--- config.mk ---
export PLATFORM = sky130hd
export DESIGN_NAME = pse_cell
export DESIGN_NICKNAME = d
export VERILOG_FILES = /design/src/rtl/pse_pkg.sv /design/src/rtl/pse_cell.sv
export SDC_FILE = /design/constraint.sdc
export NUM_CORES = 1
export LEC_CHECK = 0
export BUFFER_PORTS_ARGS = -buffer_cell sky130_fd_sc_hd__buf_2
export CAP_MARGIN = 20
export CORE_AREA = 2 2 99 101
export DETAILED_ROUTE_END_ITERATION = 6
export DIE_AREA = 0 0 101 103
export PLACE_DENSITY = 0.8
export SLEW_MARGIN = 30
export SYNTH_ARGS = -nofsm -noshare
export SYNTH_HDL_FRONTEND = slang
export SYNTH_SLANG_ARGS = --single-unit
--- constraint.sdc ---
create_clock -name clk -period 5.5 [get_ports clk]
set_clock_uncertainty 0.1 [all_clocks]
set_input_delay 1.1 -clock clk [delete_from_list [all_inputs] [get_ports clk]]
set_output_delay 1.1 -clock clk [all_outputs]
set_load 0.02 [all_outputs]
--- src/rtl/pse_pkg.sv ---
// Package for the postfix stack evaluator: payload structs, stack cell commands,
// controller states, character codes and a small helper function.
// No dependencies.
package pse_pkg;

  localparam int PSE_STACK_DEPTH = 16;
  localparam int PSE_FRAC_BITS   = 16;
  localparam int VAL_W           = 64;

  // Opcode of an input transaction.
  localparam logic OPC_CHAR = 1'b0;
  localparam logic OPC_END  = 1'b1;

  // Result status.
  localparam logic STS_OK    = 1'b0;
  localparam logic STS_ERROR = 1'b1;

  // Expression characters.
  localparam logic [7:0] CH_ZERO   = 8'h30;
  localparam logic [7:0] CH_NINE   = 8'h39;
  localparam logic [7:0] CH_TRIPLE = 8'h68;
  localparam logic [7:0] CH_PLUS   = 8'h2B;
  localparam logic [7:0] CH_MINUS  = 8'h2D;
  localparam logic [7:0] CH_QUAD   = 8'h66;
  localparam logic [7:0] CH_MAC    = 8'h67;

  typedef struct packed {
    logic       opcode;
    logic [7:0] symbol;
  } pse_in_t;

  typedef struct packed {
    logic                    status;
    logic signed [VAL_W-1:0] result_value;
  } pse_out_t;

  // What a stack cell loads in a cycle.
  typedef enum logic [1:0] {
    STK_HOLD,
    STK_TAKE_PREV,
    STK_TAKE_NEXT1,
    STK_TAKE_NEXT2
  } stk_cmd_t;

  typedef enum logic [1:0] {
    ST_IDLE,
    ST_MUL,
    ST_SUB,
    ST_ADD
  } pse_state_t;

  // Status handed back by the multiplier.
  typedef struct packed {
    logic             done;
    logic             bad;
    logic [VAL_W-1:0] value;
  } mul_res_t;

  function automatic logic [VAL_W-1:0] mag64(input logic [VAL_W-1:0] v);
    return v[VAL_W-1] ? (~v + VAL_W'(1)) : v;
  endfunction

endpackage

--- src/rtl/pse_cell.sv ---
// One entry of the shifting operand stack.
// Depends on pse_pkg for the cell command type.
module pse_cell
  import pse_pkg::*;
(
  input  logic             clk,
  input  stk_cmd_t         cmd,
  input  logic [VAL_W-1:0] prev_val,
  input  logic [VAL_W-1:0] next1_val,
  input  logic [VAL_W-1:0] next2_val,
  output logic [VAL_W-1:0] val
);

  logic [VAL_W-1:0] val_r;
  logic [VAL_W-1:0] val_nxt;

  always_comb begin
    case (cmd)
      STK_TAKE_PREV:  val_nxt = prev_val;
      STK_TAKE_NEXT1: val_nxt = next1_val;
      STK_TAKE_NEXT2: val_nxt = next2_val;
      default:        val_nxt = val_r;
    endcase
  end

  always_ff @(posedge clk) begin
    val_r <= val_nxt;
  end

  assign val = val_r;

endmodule

==> out/metrics.yaml, run 1 <==
outcome: "finished clean"
routed_wl_mm: 9.44
syn_area_sq_um: 3280
cts.sinks: 64
hold_viol_final: 0
num_vias: 3089
syn_area_per_cell_sq_um: 11.8
synthTopCellsByCount: "64 x a21oi_1, 64 x edfxtp_1, 64 x mux2i_1, 64 x nor2_1, 9 x clkbuf_1"
finalCritPeriodShare_pct: 52.6
postSynthCellCount: 278
largest_register_ffs: 64
yosysSeqAreaShare_pct: 58.5
cts_tree: "done"
ys_ff_latch: 64
antenna_found_initial: 0
synth_top_cell_area_share_pct: 58.5
cap_viol_max_count: 0
rsz0062_at_grt: "false"
syn-num-nets: 473
synthDistinctLibCells: 10
ios: 259
dp.cells: 632
grt_max_degree: 69
synth-main-ff-cell: "edfxtp_1"
p_leak_uw: 0.00236
path_max_fanout: 62
cts_buffers: 9
n_antenna_cell: 0
grt_pass1_wl_mm: 13.4
worstPathArrival_ns: 2.77
drt_pre_antenna_iters: 4
clock_path_buffers: 2
layout.cells.non_filler: 648
cts_root_buffer: "clkbuf_8"
num-nets-final: 724
synth_edf_count: 64
die_area_sq_um: 10400
slew_headroom_pct: 47.5
yosys-top-cells-area: "edfxtp_1 59%, mux2i_1 20%, a21oi_1 9.8%"
end_kind: "register"
initial_utilization_pct: 34.7
dr.max_layer_used: "met4"
gr-total-overflow: 0
core_area_sq_um: 9460
yosysTopAreaCell: "edfxtp_1"
start_kind: "primary input"
post_cts_buffers: 0
syn2layout_area_growth_pct: 46.3
cts-hold-fix-buffers: 0
port_buffers: 258
drtAntennaViolNets: 0
wl_met2_mm: 5.13
placed_area_sq_um: 4590
final_area_sq_um: 4810
track_usage_pct: 16.9
powerDensity_nw_per_um2: 282
htreeDepth: 3
hold_path.class: "primary input to register"
wl_met1_mm: 3.42
fin_tns_setup_ns: 0
finalCriticalPeriod_ns: 2.90
wl_per_cell_microns: 14.6
drc: 0
gp_congestion: 0.824
synthArstFlopShare_pct: 0
drt_iter0_markers: 48
clock.fmax_mhz: 345
ctsResizeCount: 0
cp.required_ns: 5.37
drv_slew: 0
avgViaCountPerCell: 4.77
grt_pass1_vias: 2861
hpwl_mm: 7.26
setup_violations: 0
dieWidth_microns: 101
irDropWorstVdd_v: 0.000112
clk_pin_slew_ns: 0.08
num_rows: 36
yosysWarningCount: 0
critPathKind: "primary input to register"
die_h_microns: 103
route.met3.wl_microns: 733
worst_pin_slew_ns: 0.788
drive_above_1_share_pct: 51.7
## cell type report
class | count | area (sq um)
Tap cell | 114 | 143
Clock buffer | 10 | 128
Multi-Input combinational cell | 193 | 1210
Timing Repair Buffer | 261 | 1320
Fill cell | 874 | 4650
Clock inverter | 6 | 83.8
Sequential cell | 64 | 1920
## metrics by stage
stage / utilization, % / hold WS [ns] / setup slack, ns / power, uW
CTS: 50.8 / 0.964 / 2.57 / 1380
global route: 50.8 / 0.977 / 2.43 / 1420
global placement: 48.5 / 1.32 / 2.31 / 927
finish: 50.8 / 0.993 / 2.60 / 1360
floorplan: - / 1.23 / 2.12 / 799
detailed placement: 48.5 / 1.33 / 2.21 / 938
## placed cells by master, fill, tap and decap left out, drive strengths merged
cell type / Yosys / final
buf: 12 / 261
edfxtp: 64 / 64
or2: 1 / 1
a21oi: 64 / 64
mux2i: 64 / 64
clkbuf: 9 / 10
nor2: 64 / 64
clkinvlp: 0 / 2
clkinv: 0 / 2
bufinv: 0 / 2
## cells by family (layout without fill, tap and decap cells)
logic type             count (synthesis)  count (layout)  synth area share [%]
and+or+nand+nor                       65              65                  7.50
AOI/OAI and AO/OA                     64              64                  9.75
muxes                                 64              64                  19.5
DFF                                   64              64                  58.5
buffers and inverters                 21             277                  4.72
## where the power goes
group / internal, uW / total [uW] / leakage [uW] / switching [uW]
clock: 253 / 434 / 0.0000999 / 181
sequential: 604 / 618 / 0.000645 / 13.8
combinational: 126 / 306 / 0.00162 / 180
## per-layer routing
metal / vias up / global-route usage, %
met1: 1407 / 17.4
met2: 146 / 31.8
met4: 0 / 7.38
met3: 15 / 4.88
li1: 1521 / -
met5: - / 0
## critical path, stage by stage
cell	delay, ns
buf_4	0.45
or2_2	0.64
buf_4	0.53
## worst paths after layout
kind	startpoint	to	slack, ns	cells past startpoint
worst max-delay path	cmd[1]	val[16]	2.60	3
worst min-delay path	prev_val[55]	val[55]	0.99	3
Power figures use the tool's default switching activity.
==> run 2, diff against run 1 <==
PLACE_DENSITY = 0.83   (was 0.8)
clock period = 2.4 ns   (was 5.5 ns; I/O delays follow)
==> out/metrics.yaml, run 2 (synthesis gave the netlist of run 1 again) <==
hold_path.class: "primary input to register"
cts_tree: "done"
utilization_pct: 50.9
gr-total-overflow: 0
fin_tns_setup_ns: 0
cap_viol_max_count: 0
holdCritStartpoint: "prev_val[13]"
num_vias: 3069
ios: 259
crit_path_start: "cmd[0]"
setup_violations: 0
drt_iter0_markers: 87
syn2layout_area_growth_pct: 46.6
clock_path_buffers: 2
end_kind: "register"
die_area_sq_um: 10400
drive_above_1_share_pct: 51.4
finalCriticalPeriod_ns: 1.51
worstPathArrival_ns: 1.36
whs_ns: 0.375
routed_wl_mm: 8.87
num_rows: 36
cts_root_buffer: "clkbuf_8"
clock.fmax_mhz: 661
path_max_fanout: 64
grt_pass1_wl_mm: 12.7
post_cts_buffers: 0
drt_pre_antenna_iters: 5
clk_pin_slew_ns: 0.06
cp.required_ns: 2.25
p_leak_uw: 0.00237
hpwl_mm: 6.71
dieWidth_microns: 101
ctsResizeCount: 0
cts.sinks: 64
num-nets-final: 724
drc: 0
cts_buffers: 9
start_kind: "primary input"
avgViaCountPerCell: 4.74
critPathKind: "primary input to register"
n_antenna_cell: 0
track_usage_pct: 15.9
layout.cells.non_filler: 647
final_common_cell: "buf_2"
initial_utilization_pct: 34.7
gp_congestion: 0.916
finalCritPeriodShare_pct: 63.0
drv_slew: 0
cts-hold-fix-buffers: 0
outcome: "finished clean"
grt_pass1_vias: 2838
core_area_sq_um: 9460
htreeDepth: 3
wl_per_cell_microns: 13.7
hold_viol_final: 0
worst_pin_slew_ns: 0.810
grt_max_degree: 129
drtAntennaViolNets: 0
rsz0062_at_grt: "false"
antenna_found_initial: 0
port_buffers: 258
final_cell_mix: "256 x buf_2, 64 x mux2i_1, 64 x nor2_1, 64 x a21oi_1, 64 x edfxtp_1"
powerDensity_nw_per_um2: 636
irDropWorstVdd_v: 0.000285
slew_headroom_pct: 46.0
dp.cells: 632
die_h_microns: 103
largest_register_ffs: 64
-- run 2: cell count changes in the layout (fill, tap and decap cells not counted) --
cell        change
buf_12          +2
clkinvlp_4      -2
buf_4           -1
buf_6           -1
clkinv_1        +1
-- run 2: per-stage QoR --
stage / worst slack [ns] / instance area, sq um / power [uW]
after global placement: 0.591 / 4620 / 2120
after global routing: 0.847 / 4820 / 3220
after floorplan: 0.270 / 3280 / 1830
final: 0.887 / 4820 / 3060
after CTS: 0.864 / 4820 / 3110
after detailed placement: 0.560 / 4620 / 2140
-- run 2: cell type report --
class                      instances  area (sq um)
fill                             882          4640
sequential                        64          1920
timing repair buffer             261          1340
multi-input combinational        193          1210
tap                              114           143
clock buffer                      10           128
clock inverter                     5          72.6
-- run 2: worst paths after layout --
kind  endpoint  depth (start not counted)
max     val[6]                          3
min    val[13]                          3
-- run 2: worst max-delay path, cell delays in order --
cell	delay [ns]
buf_4	0.11
or2_2	0.11
buf_4	0.58
-- run 2: report_power, final --
part / switching [uW] / internal (uW)
Combinational: 409 / 292
Sequential: 29.3 / 1380
Clock: 376 / 571
Total: 814 / 2250
-- run 2: layer usage --
metal / vias up / GRT usage, % / wire (microns)
met5: - / 0 / 0
met4: 0 / 6.76 / 195
met3: 18 / 4.41 / 685
met2: 152 / 30.4 / 4690
met1: 1382 / 16.2 / 3300
li1: 1517 / - / -
