$ cat config.mk
export PLATFORM = sky130hd
export DESIGN_NAME = pse_mul
export DESIGN_NICKNAME = d
export VERILOG_FILES = /design/src/rtl/pse_pkg.sv /design/src/rtl/pse_mul.sv
export SDC_FILE = /design/constraint.sdc
export NUM_CORES = 2
export LEC_CHECK = 0
export BUFFER_PORTS_ARGS = -buffer_cell sky130_fd_sc_hd__clkbuf_2
export CORE_ASPECT_RATIO = 0.6
export CORE_MARGIN = 5
export CORE_UTILIZATION = 35
export CTS_BUF_LIST = sky130_fd_sc_hd__clkbuf_4 sky130_fd_sc_hd__clkbuf_8 sky130_fd_sc_hd__clkbuf_16
export DETAILED_ROUTE_END_ITERATION = 8
export GPL_TIMING_DRIVEN = 0
export PLACE_DENSITY_LB_ADDON = 0.05
export SYNTH_ARGS = -nofsm -noshare
export SYNTH_HDL_FRONTEND = slang
export SYNTH_SLANG_ARGS = --single-unit
$ cat constraint.sdc
create_clock -name clk -period 25.2 [get_ports clk]
set_clock_uncertainty 0.15 [all_clocks]
set_input_delay 1.26 -clock clk [delete_from_list [all_inputs] [get_ports clk]]
set_output_delay 1.26 -clock clk [all_outputs]
set_load 0.01 [all_outputs]
$ cat src/rtl/pse_pkg.sv
// Package for the postfix stack evaluator: payload structs, stack cell commands,
// controller states, character codes and a small helper function.
// No dependencies.
package pse_pkg;

  localparam int PSE_STACK_DEPTH = 16;
  localparam int PSE_FRAC_BITS   = 16;
  localparam int VAL_W           = 64;

  // Opcode of an input transaction.
  localparam logic OPC_CHAR = 1'b0;
  localparam logic OPC_END  = 1'b1;

  // Result status.
  localparam logic STS_OK    = 1'b0;
  localparam logic STS_ERROR = 1'b1;

  // Expression characters.
  localparam logic [7:0] CH_ZERO   = 8'h30;
  localparam logic [7:0] CH_NINE   = 8'h39;
  localparam logic [7:0] CH_TRIPLE = 8'h68;
  localparam logic [7:0] CH_PLUS   = 8'h2B;
  localparam logic [7:0] CH_MINUS  = 8'h2D;
  localparam logic [7:0] CH_QUAD   = 8'h66;
  localparam logic [7:0] CH_MAC    = 8'h67;

  typedef struct packed {
    logic       opcode;
    logic [7:0] symbol;
  } pse_in_t;

  typedef struct packed {
    logic                    status;
    logic signed [VAL_W-1:0] result_value;
  } pse_out_t;

  // What a stack cell loads in a cycle.
  typedef enum logic [1:0] {
    STK_HOLD,
    STK_TAKE_PREV,
    STK_TAKE_NEXT1,
    STK_TAKE_NEXT2
  } stk_cmd_t;

  typedef enum logic [1:0] {
    ST_IDLE,
    ST_MUL,
    ST_SUB,
    ST_ADD
  } pse_state_t;

  // Status handed back by the multiplier.
  typedef struct packed {
    logic             done;
    logic             bad;
    logic [VAL_W-1:0] value;
  } mul_res_t;

  function automatic logic [VAL_W-1:0] mag64(input logic [VAL_W-1:0] v);
    return v[VAL_W-1] ? (~v + VAL_W'(1)) : v;
  endfunction

endpackage

$ cat src/rtl/pse_mul.sv
// Multi-cycle fixed-point multiplier: four 32x32 partial products, a 128-bit
// accumulator, then scaling and range check. Depends on pse_pkg.
module pse_mul
  import pse_pkg::*;
#(
  parameter int FRAC_BITS = PSE_FRAC_BITS
) (
  input  logic             clk,
  input  logic             rst_n,
  input  logic             start,
  input  logic [VAL_W-1:0] x_mag,
  input  logic [VAL_W-1:0] y_mag,
  input  logic             neg,
  output mul_res_t         res
);

  localparam int          HALF_W    = VAL_W / 2;
  localparam int          ACC_W     = 2 * VAL_W;
  localparam logic [2:0]  STEP_LAST_PP = 3'd3;
  localparam logic [2:0]  STEP_LAST_ACC = 3'd4;
  localparam logic [2:0]  STEP_CHECK = 3'd5;

  logic              busy_r;
  logic              done_r;
  logic [2:0]        step_r;
  logic [VAL_W-1:0]  x_r;
  logic [VAL_W-1:0]  y_r;
  logic              neg_r;
  logic [VAL_W-1:0]  pp_r;
  logic [1:0]        pp_sh_r;
  logic [ACC_W-1:0]  acc_r;
  logic [VAL_W-1:0]  res_r;
  logic              bad_r;

  logic [HALF_W-1:0] x_half;
  logic [HALF_W-1:0] y_half;
  logic [VAL_W-1:0]  pp_nxt;
  logic [ACC_W-1:0]  pp_aligned;
  logic [ACC_W-1:0]  scaled;
  logic [VAL_W-1:0]  limit;
  logic              bad_nxt;
  logic [VAL_W-1:0]  res_nxt;

  // Step bit 1 picks the upper half of x, step bit 0 the upper half of y.
  assign x_half = step_r[1] ? x_r[VAL_W-1:HALF_W] : x_r[HALF_W-1:0];
  assign y_half = step_r[0] ? y_r[VAL_W-1:HALF_W] : y_r[HALF_W-1:0];
  assign pp_nxt = VAL_W'(x_half) * VAL_W'(y_half);

  always_comb begin
    case (pp_sh_r)
      2'd1:    pp_aligned = ACC_W'(pp_r) << HALF_W;
      2'd2:    pp_aligned = ACC_W'(pp_r) << VAL_W;
      default: pp_aligned = ACC_W'(pp_r);
    endcase
  end

  // Truncate the fraction of the magnitude, then check against the signed range.
  assign scaled  = acc_r >> FRAC_BITS;
  assign limit   = neg_r ? {1'b1, {(VAL_W-1){1'b0}}} : {1'b0, {(VAL_W-1){1'b1}}};
  assign bad_nxt = (scaled[ACC_W-1:VAL_W] != '0) || (scaled[VAL_W-1:0] > limit);
  assign res_nxt = neg_r ? (~scaled[VAL_W-1:0] + VAL_W'(1)) : scaled[VAL_W-1:0];

  always_ff @(posedge clk) begin
    if (!rst_n) begin
      busy_r <= 1'b0;
      done_r <= 1'b0;
      step_r <= '0;
    end else begin
      done_r <= 1'b0;
      if (start) begin
        busy_r <= 1'b1;
        step_r <= '0;
      end else if (busy_r) begin
        step_r <= step_r + 3'd1;
        if (step_r == STEP_CHECK) begin
          busy_r <= 1'b0;
          done_r <= 1'b1;
        end
      end
    end
  end

  always_ff @(posedge clk) begin
    if (start) begin
      x_r   <= x_mag;
      y_r   <= y_mag;
      neg_r <= neg;
      acc_r <= '0;
    end else if (busy_r) begin
      if (step_r <= STEP_LAST_PP) begin
        pp_r    <= pp_nxt;
        pp_sh_r <= 2'(step_r[1]) + 2'(step_r[0]);
      end
      if (step_r != '0 && step_r <= STEP_LAST_ACC) begin
        acc_r <= acc_r + pp_aligned;
      end
      if (step_r == STEP_CHECK) begin
        res_r <= res_nxt;
        bad_r <= bad_nxt;
      end
    end
  end

  assign res.done  = done_r;
  assign res.bad   = bad_r;
  assign res.value = res_r;

endmodule

==> impl_metrics.env <==
export IMPL_post_cts_buffers=0
export IMPL_core_sq_um=163000
export IMPL_dpl_hpwl_microns=240000
export IMPL_synth_common_cells="inv_1 (943), fa_1 (897), nand2_1 (839), nor2_1 (764), ha_1 (461)"
export IMPL_rr_worst_depth=29
export IMPL_yosysUniqueCellTypes=72
export IMPL_worst_slew_pin_slew_ps=1630
export IMPL_yosysMostFrequentCell="inv_1"
export IMPL_io_buffers=197
export IMPL_ctsHoldBuffers=0
export IMPL_postRouteWirelength_microns=283000
export IMPL_route_detailed_drc=0
export IMPL_ant_nets=0
export IMPL_cts_resized=0
export IMPL_hold_path_class="reg -> reg"
export IMPL_start_util_pct=35.1
export IMPL_syn_num_nets=7921
export IMPL_synth_simple_gate_area_share_pct=15.1
export IMPL_max_cap_violations=14
export IMPL_grt_pass1_wl_microns=386000
export IMPL_finalSetupViolations=0
export IMPL_cp_max_fo=10
export IMPL_ios=198
export IMPL_cts_sinks=393
export IMPL_synth_top_area_cell="fa_1"
export IMPL_synth_area_leaders="fa_1 (31%), edfxtp_1 (14%), ha_1 (10%), inv_1 (6.2%), nand2_1 (5.5%)"
export IMPL_numCtsBuffers=46
export IMPL_r2r_setup_slack_ps=10470
export IMPL_critical_path_required_ps=25470
export IMPL_fmax_mhz=67.9
export IMPL_grt_overflow=0
export IMPL_final_seq_area_sq_um=10500
export IMPL_endpoint_kind="flop"
export IMPL_startpoint="step_r[1]"
export IMPL_finalHoldViolations=0
export IMPL_antenna_found_initial=32
export IMPL_synth_avg_cell_area_sq_um=8.92
export IMPL_post_drt_via_cell_ratio=5.61
export IMPL_place_congestion=1.04
export IMPL_ys_flop_type="edfxtp_1"
export IMPL_synth_compound_area_share_pct=11.1
export IMPL_grt_util_all_layers_pct=32.1
export IMPL_slew_headroom_pct=-8.78
export IMPL_htreeDepth=2
export IMPL_die_h_microns=324
export IMPL_cts_tree="built"
export IMPL_first_pass_iters=5
export IMPL_rows=115
export IMPL_min_period_ps=14730
export IMPL_violations="max-capacitance violations, max-slew violations"
export IMPL_crit_path_start_kind="flop"
export IMPL_clkTransAtPathRegs_ps=70
export IMPL_synth_top_area_share_pct=31.3
export IMPL_ys_ff_latch=393
export IMPL_synth_enable_flop_cells=260
export IMPL_status="finished, violations left"
export IMPL_drv_slew=124
export IMPL_synth_mux_area_share_pct=2.35
export IMPL_syn2layout_area_growth_pct=10.7
export IMPL_cpPeakStageDelay_ps=1330
export IMPL_crit_slowest_cell="mux2i_1"
export IMPL_async_reset_ff_share_pct=0
export IMPL_synth_adder_area_share_pct=41.4
export IMPL_grt_pass1_vias=47600
export IMPL_arrival_ps=15010
export IMPL_ys_seq_area_share_pct=18.3
export IMPL_die_x_microns=533
export IMPL_drive_gt1_share_pct=6.88
export IMPL_fill_cells=16800
export IMPL_critical_path_class="reg -> reg"
export IMPL_synth_warnings=0
export IMPL_multiInputGateArea_sq_um=42400
export IMPL_setup_tns_ps=0
export IMPL_die_area_sq_um=172000
export IMPL_syn_cell_area_sq_um=57400
export IMPL_synthXorXnorAreaFrac_pct=3.73
export IMPL_vias=50100
export IMPL_nNetsFinal=8206
export IMPL_clk_path_buf_depth=3
export IMPL_endpoint="pp_r[58]"
export IMPL_first_iter_violations=6311
export IMPL_r2r_start="step_r[1]"
export IMPL_clockRootBuffer="clkbuf_16"
export IMPL_grt_max_degree=97
export IMPL_wl_per_cell_microns=31.7
export IMPL_cpMostUsedCell="fa_1"
export IMPL_synthCells=6431
export IMPL_post_route_period_util_pct=58.5
export IMPL_synth_top_family_by_area="adder cells"
export IMPL_clock_latency_ps=690
export IMPL_rr_endpoint="pp_r[58]"
export IMPL_rsz0062_at_grt="false"
## placed cells by master (no fill, tap or decap), drive strengths merged, types with 26 or more instances in the layout
| cell | count |
|---|---|
| inv | 949 |
| fa | 897 |
| nand2 | 840 |
| nor2 | 764 |
| clkbuf | 531 |
| ha | 461 |
| a21oi | 379 |
| o21ai | 270 |
| edfxtp | 260 |
| xnor2 | 174 |
| dfxtp | 133 |
| nand4 | 88 |
| a21o | 81 |
| and2 | 73 |
| xor2 | 70 |
| a22o | 64 |
| mux2i | 64 |
| mux2 | 63 |
| buf | 62 |
| o21bai | 44 |
| nand3 | 43 |
| nor3 | 43 |
| nand2b | 37 |
| nor2b | 36 |
| o31ai | 33 |
| nor4 | 33 |
| o21a | 30 |
| or3 | 26 |
## worst max-delay path: cells and delay by family (launching register included)
family / cells / cell delay [ps]
adder cells (fa/ha/maj): 9 / 4560
AO/OA/AOI/OAI: 11 / 4050
buffers and inverters: 6 / 3650
multiplexers: 1 / 1330
flip-flops: 1 / 340
XOR/XNOR: 1 / 170
AND/OR/NAND/NOR: 1 / 160
## cell families after synthesis
group | Yosys count
AOI/OAI and AO/OA | 1038
and+or+nand+nor | 2026
DFF | 393
xor gates and xnor gates | 244
adders and majority gates | 1358
muxes | 127
buffers and inverters | 1245
## sequential cells by signal, indices dropped and copies added, names as in the netlist
signal and count:
acc_r 128, done_r 1, x_r 64, y_r 64, neg_r 1, pp_r 64
step_r 3, busy_r 1, res_r 64, pp_sh_r 2, bad_r 1
## final cells by class
| type | instances | share of cell area [%] |
|---|---|---|
| Antenna cell | 10 | 0.0394 |
| Tap cell | 2164 | 4.26 |
| Multi-Input combinational cell | 4793 | 66.8 |
| Buffer | 300 | 1.81 |
| Clock buffer | 56 | 1.93 |
| Clock inverter | 30 | 0.676 |
| Inverter | 945 | 5.58 |
| Sequential cell | 393 | 16.5 |
| Timing Repair Buffer | 237 | 2.44 |
## metrics by stage
stage	cells	instance area, sq um	hold WS (ps)	util, %	setup WS (ps)
floorplan	6431	57400	286	-	15780
global placement	8792	61000	298	37.4	10430
detailed placement	8831	61800	301	37.9	11150
CTS	8917	63500	309	38.9	11110
global route	8918	63500	323	38.9	10390
finish	8928	63500	309	38.9	10470
## metal layers
| layer | wire length (microns) | up-vias | GRT usage, % |
|---|---|---|---|
| li1 | - | 21400 | - |
| met1 | 142000 | 25800 | 52.4 |
| met2 | 97600 | 2622 | 38.1 |
| met3 | 39400 | 189 | 13.8 |
| met4 | 3700 | 12 | 4.29 |
| met5 | 322 | - | 1.48 |
## worst min path at each step
stage,to,cells after the start,start,slack (ps)
6_report,acc_r[10],2,acc_r[10],310
5_1_grt,acc_r[14],2,acc_r[14],320
4_1_cts,acc_r[3],2,acc_r[3],310
3_5_place_dp,acc_r[3],2,acc_r[3],300
3_3_place_gp,acc_r[3],2,acc_r[3],300
2_1_floorplan,acc_r[10],2,acc_r[10],290
Power is not shown: default switching activity piles up to over one toggle a cycle in this logic, so the estimate is an artifact.
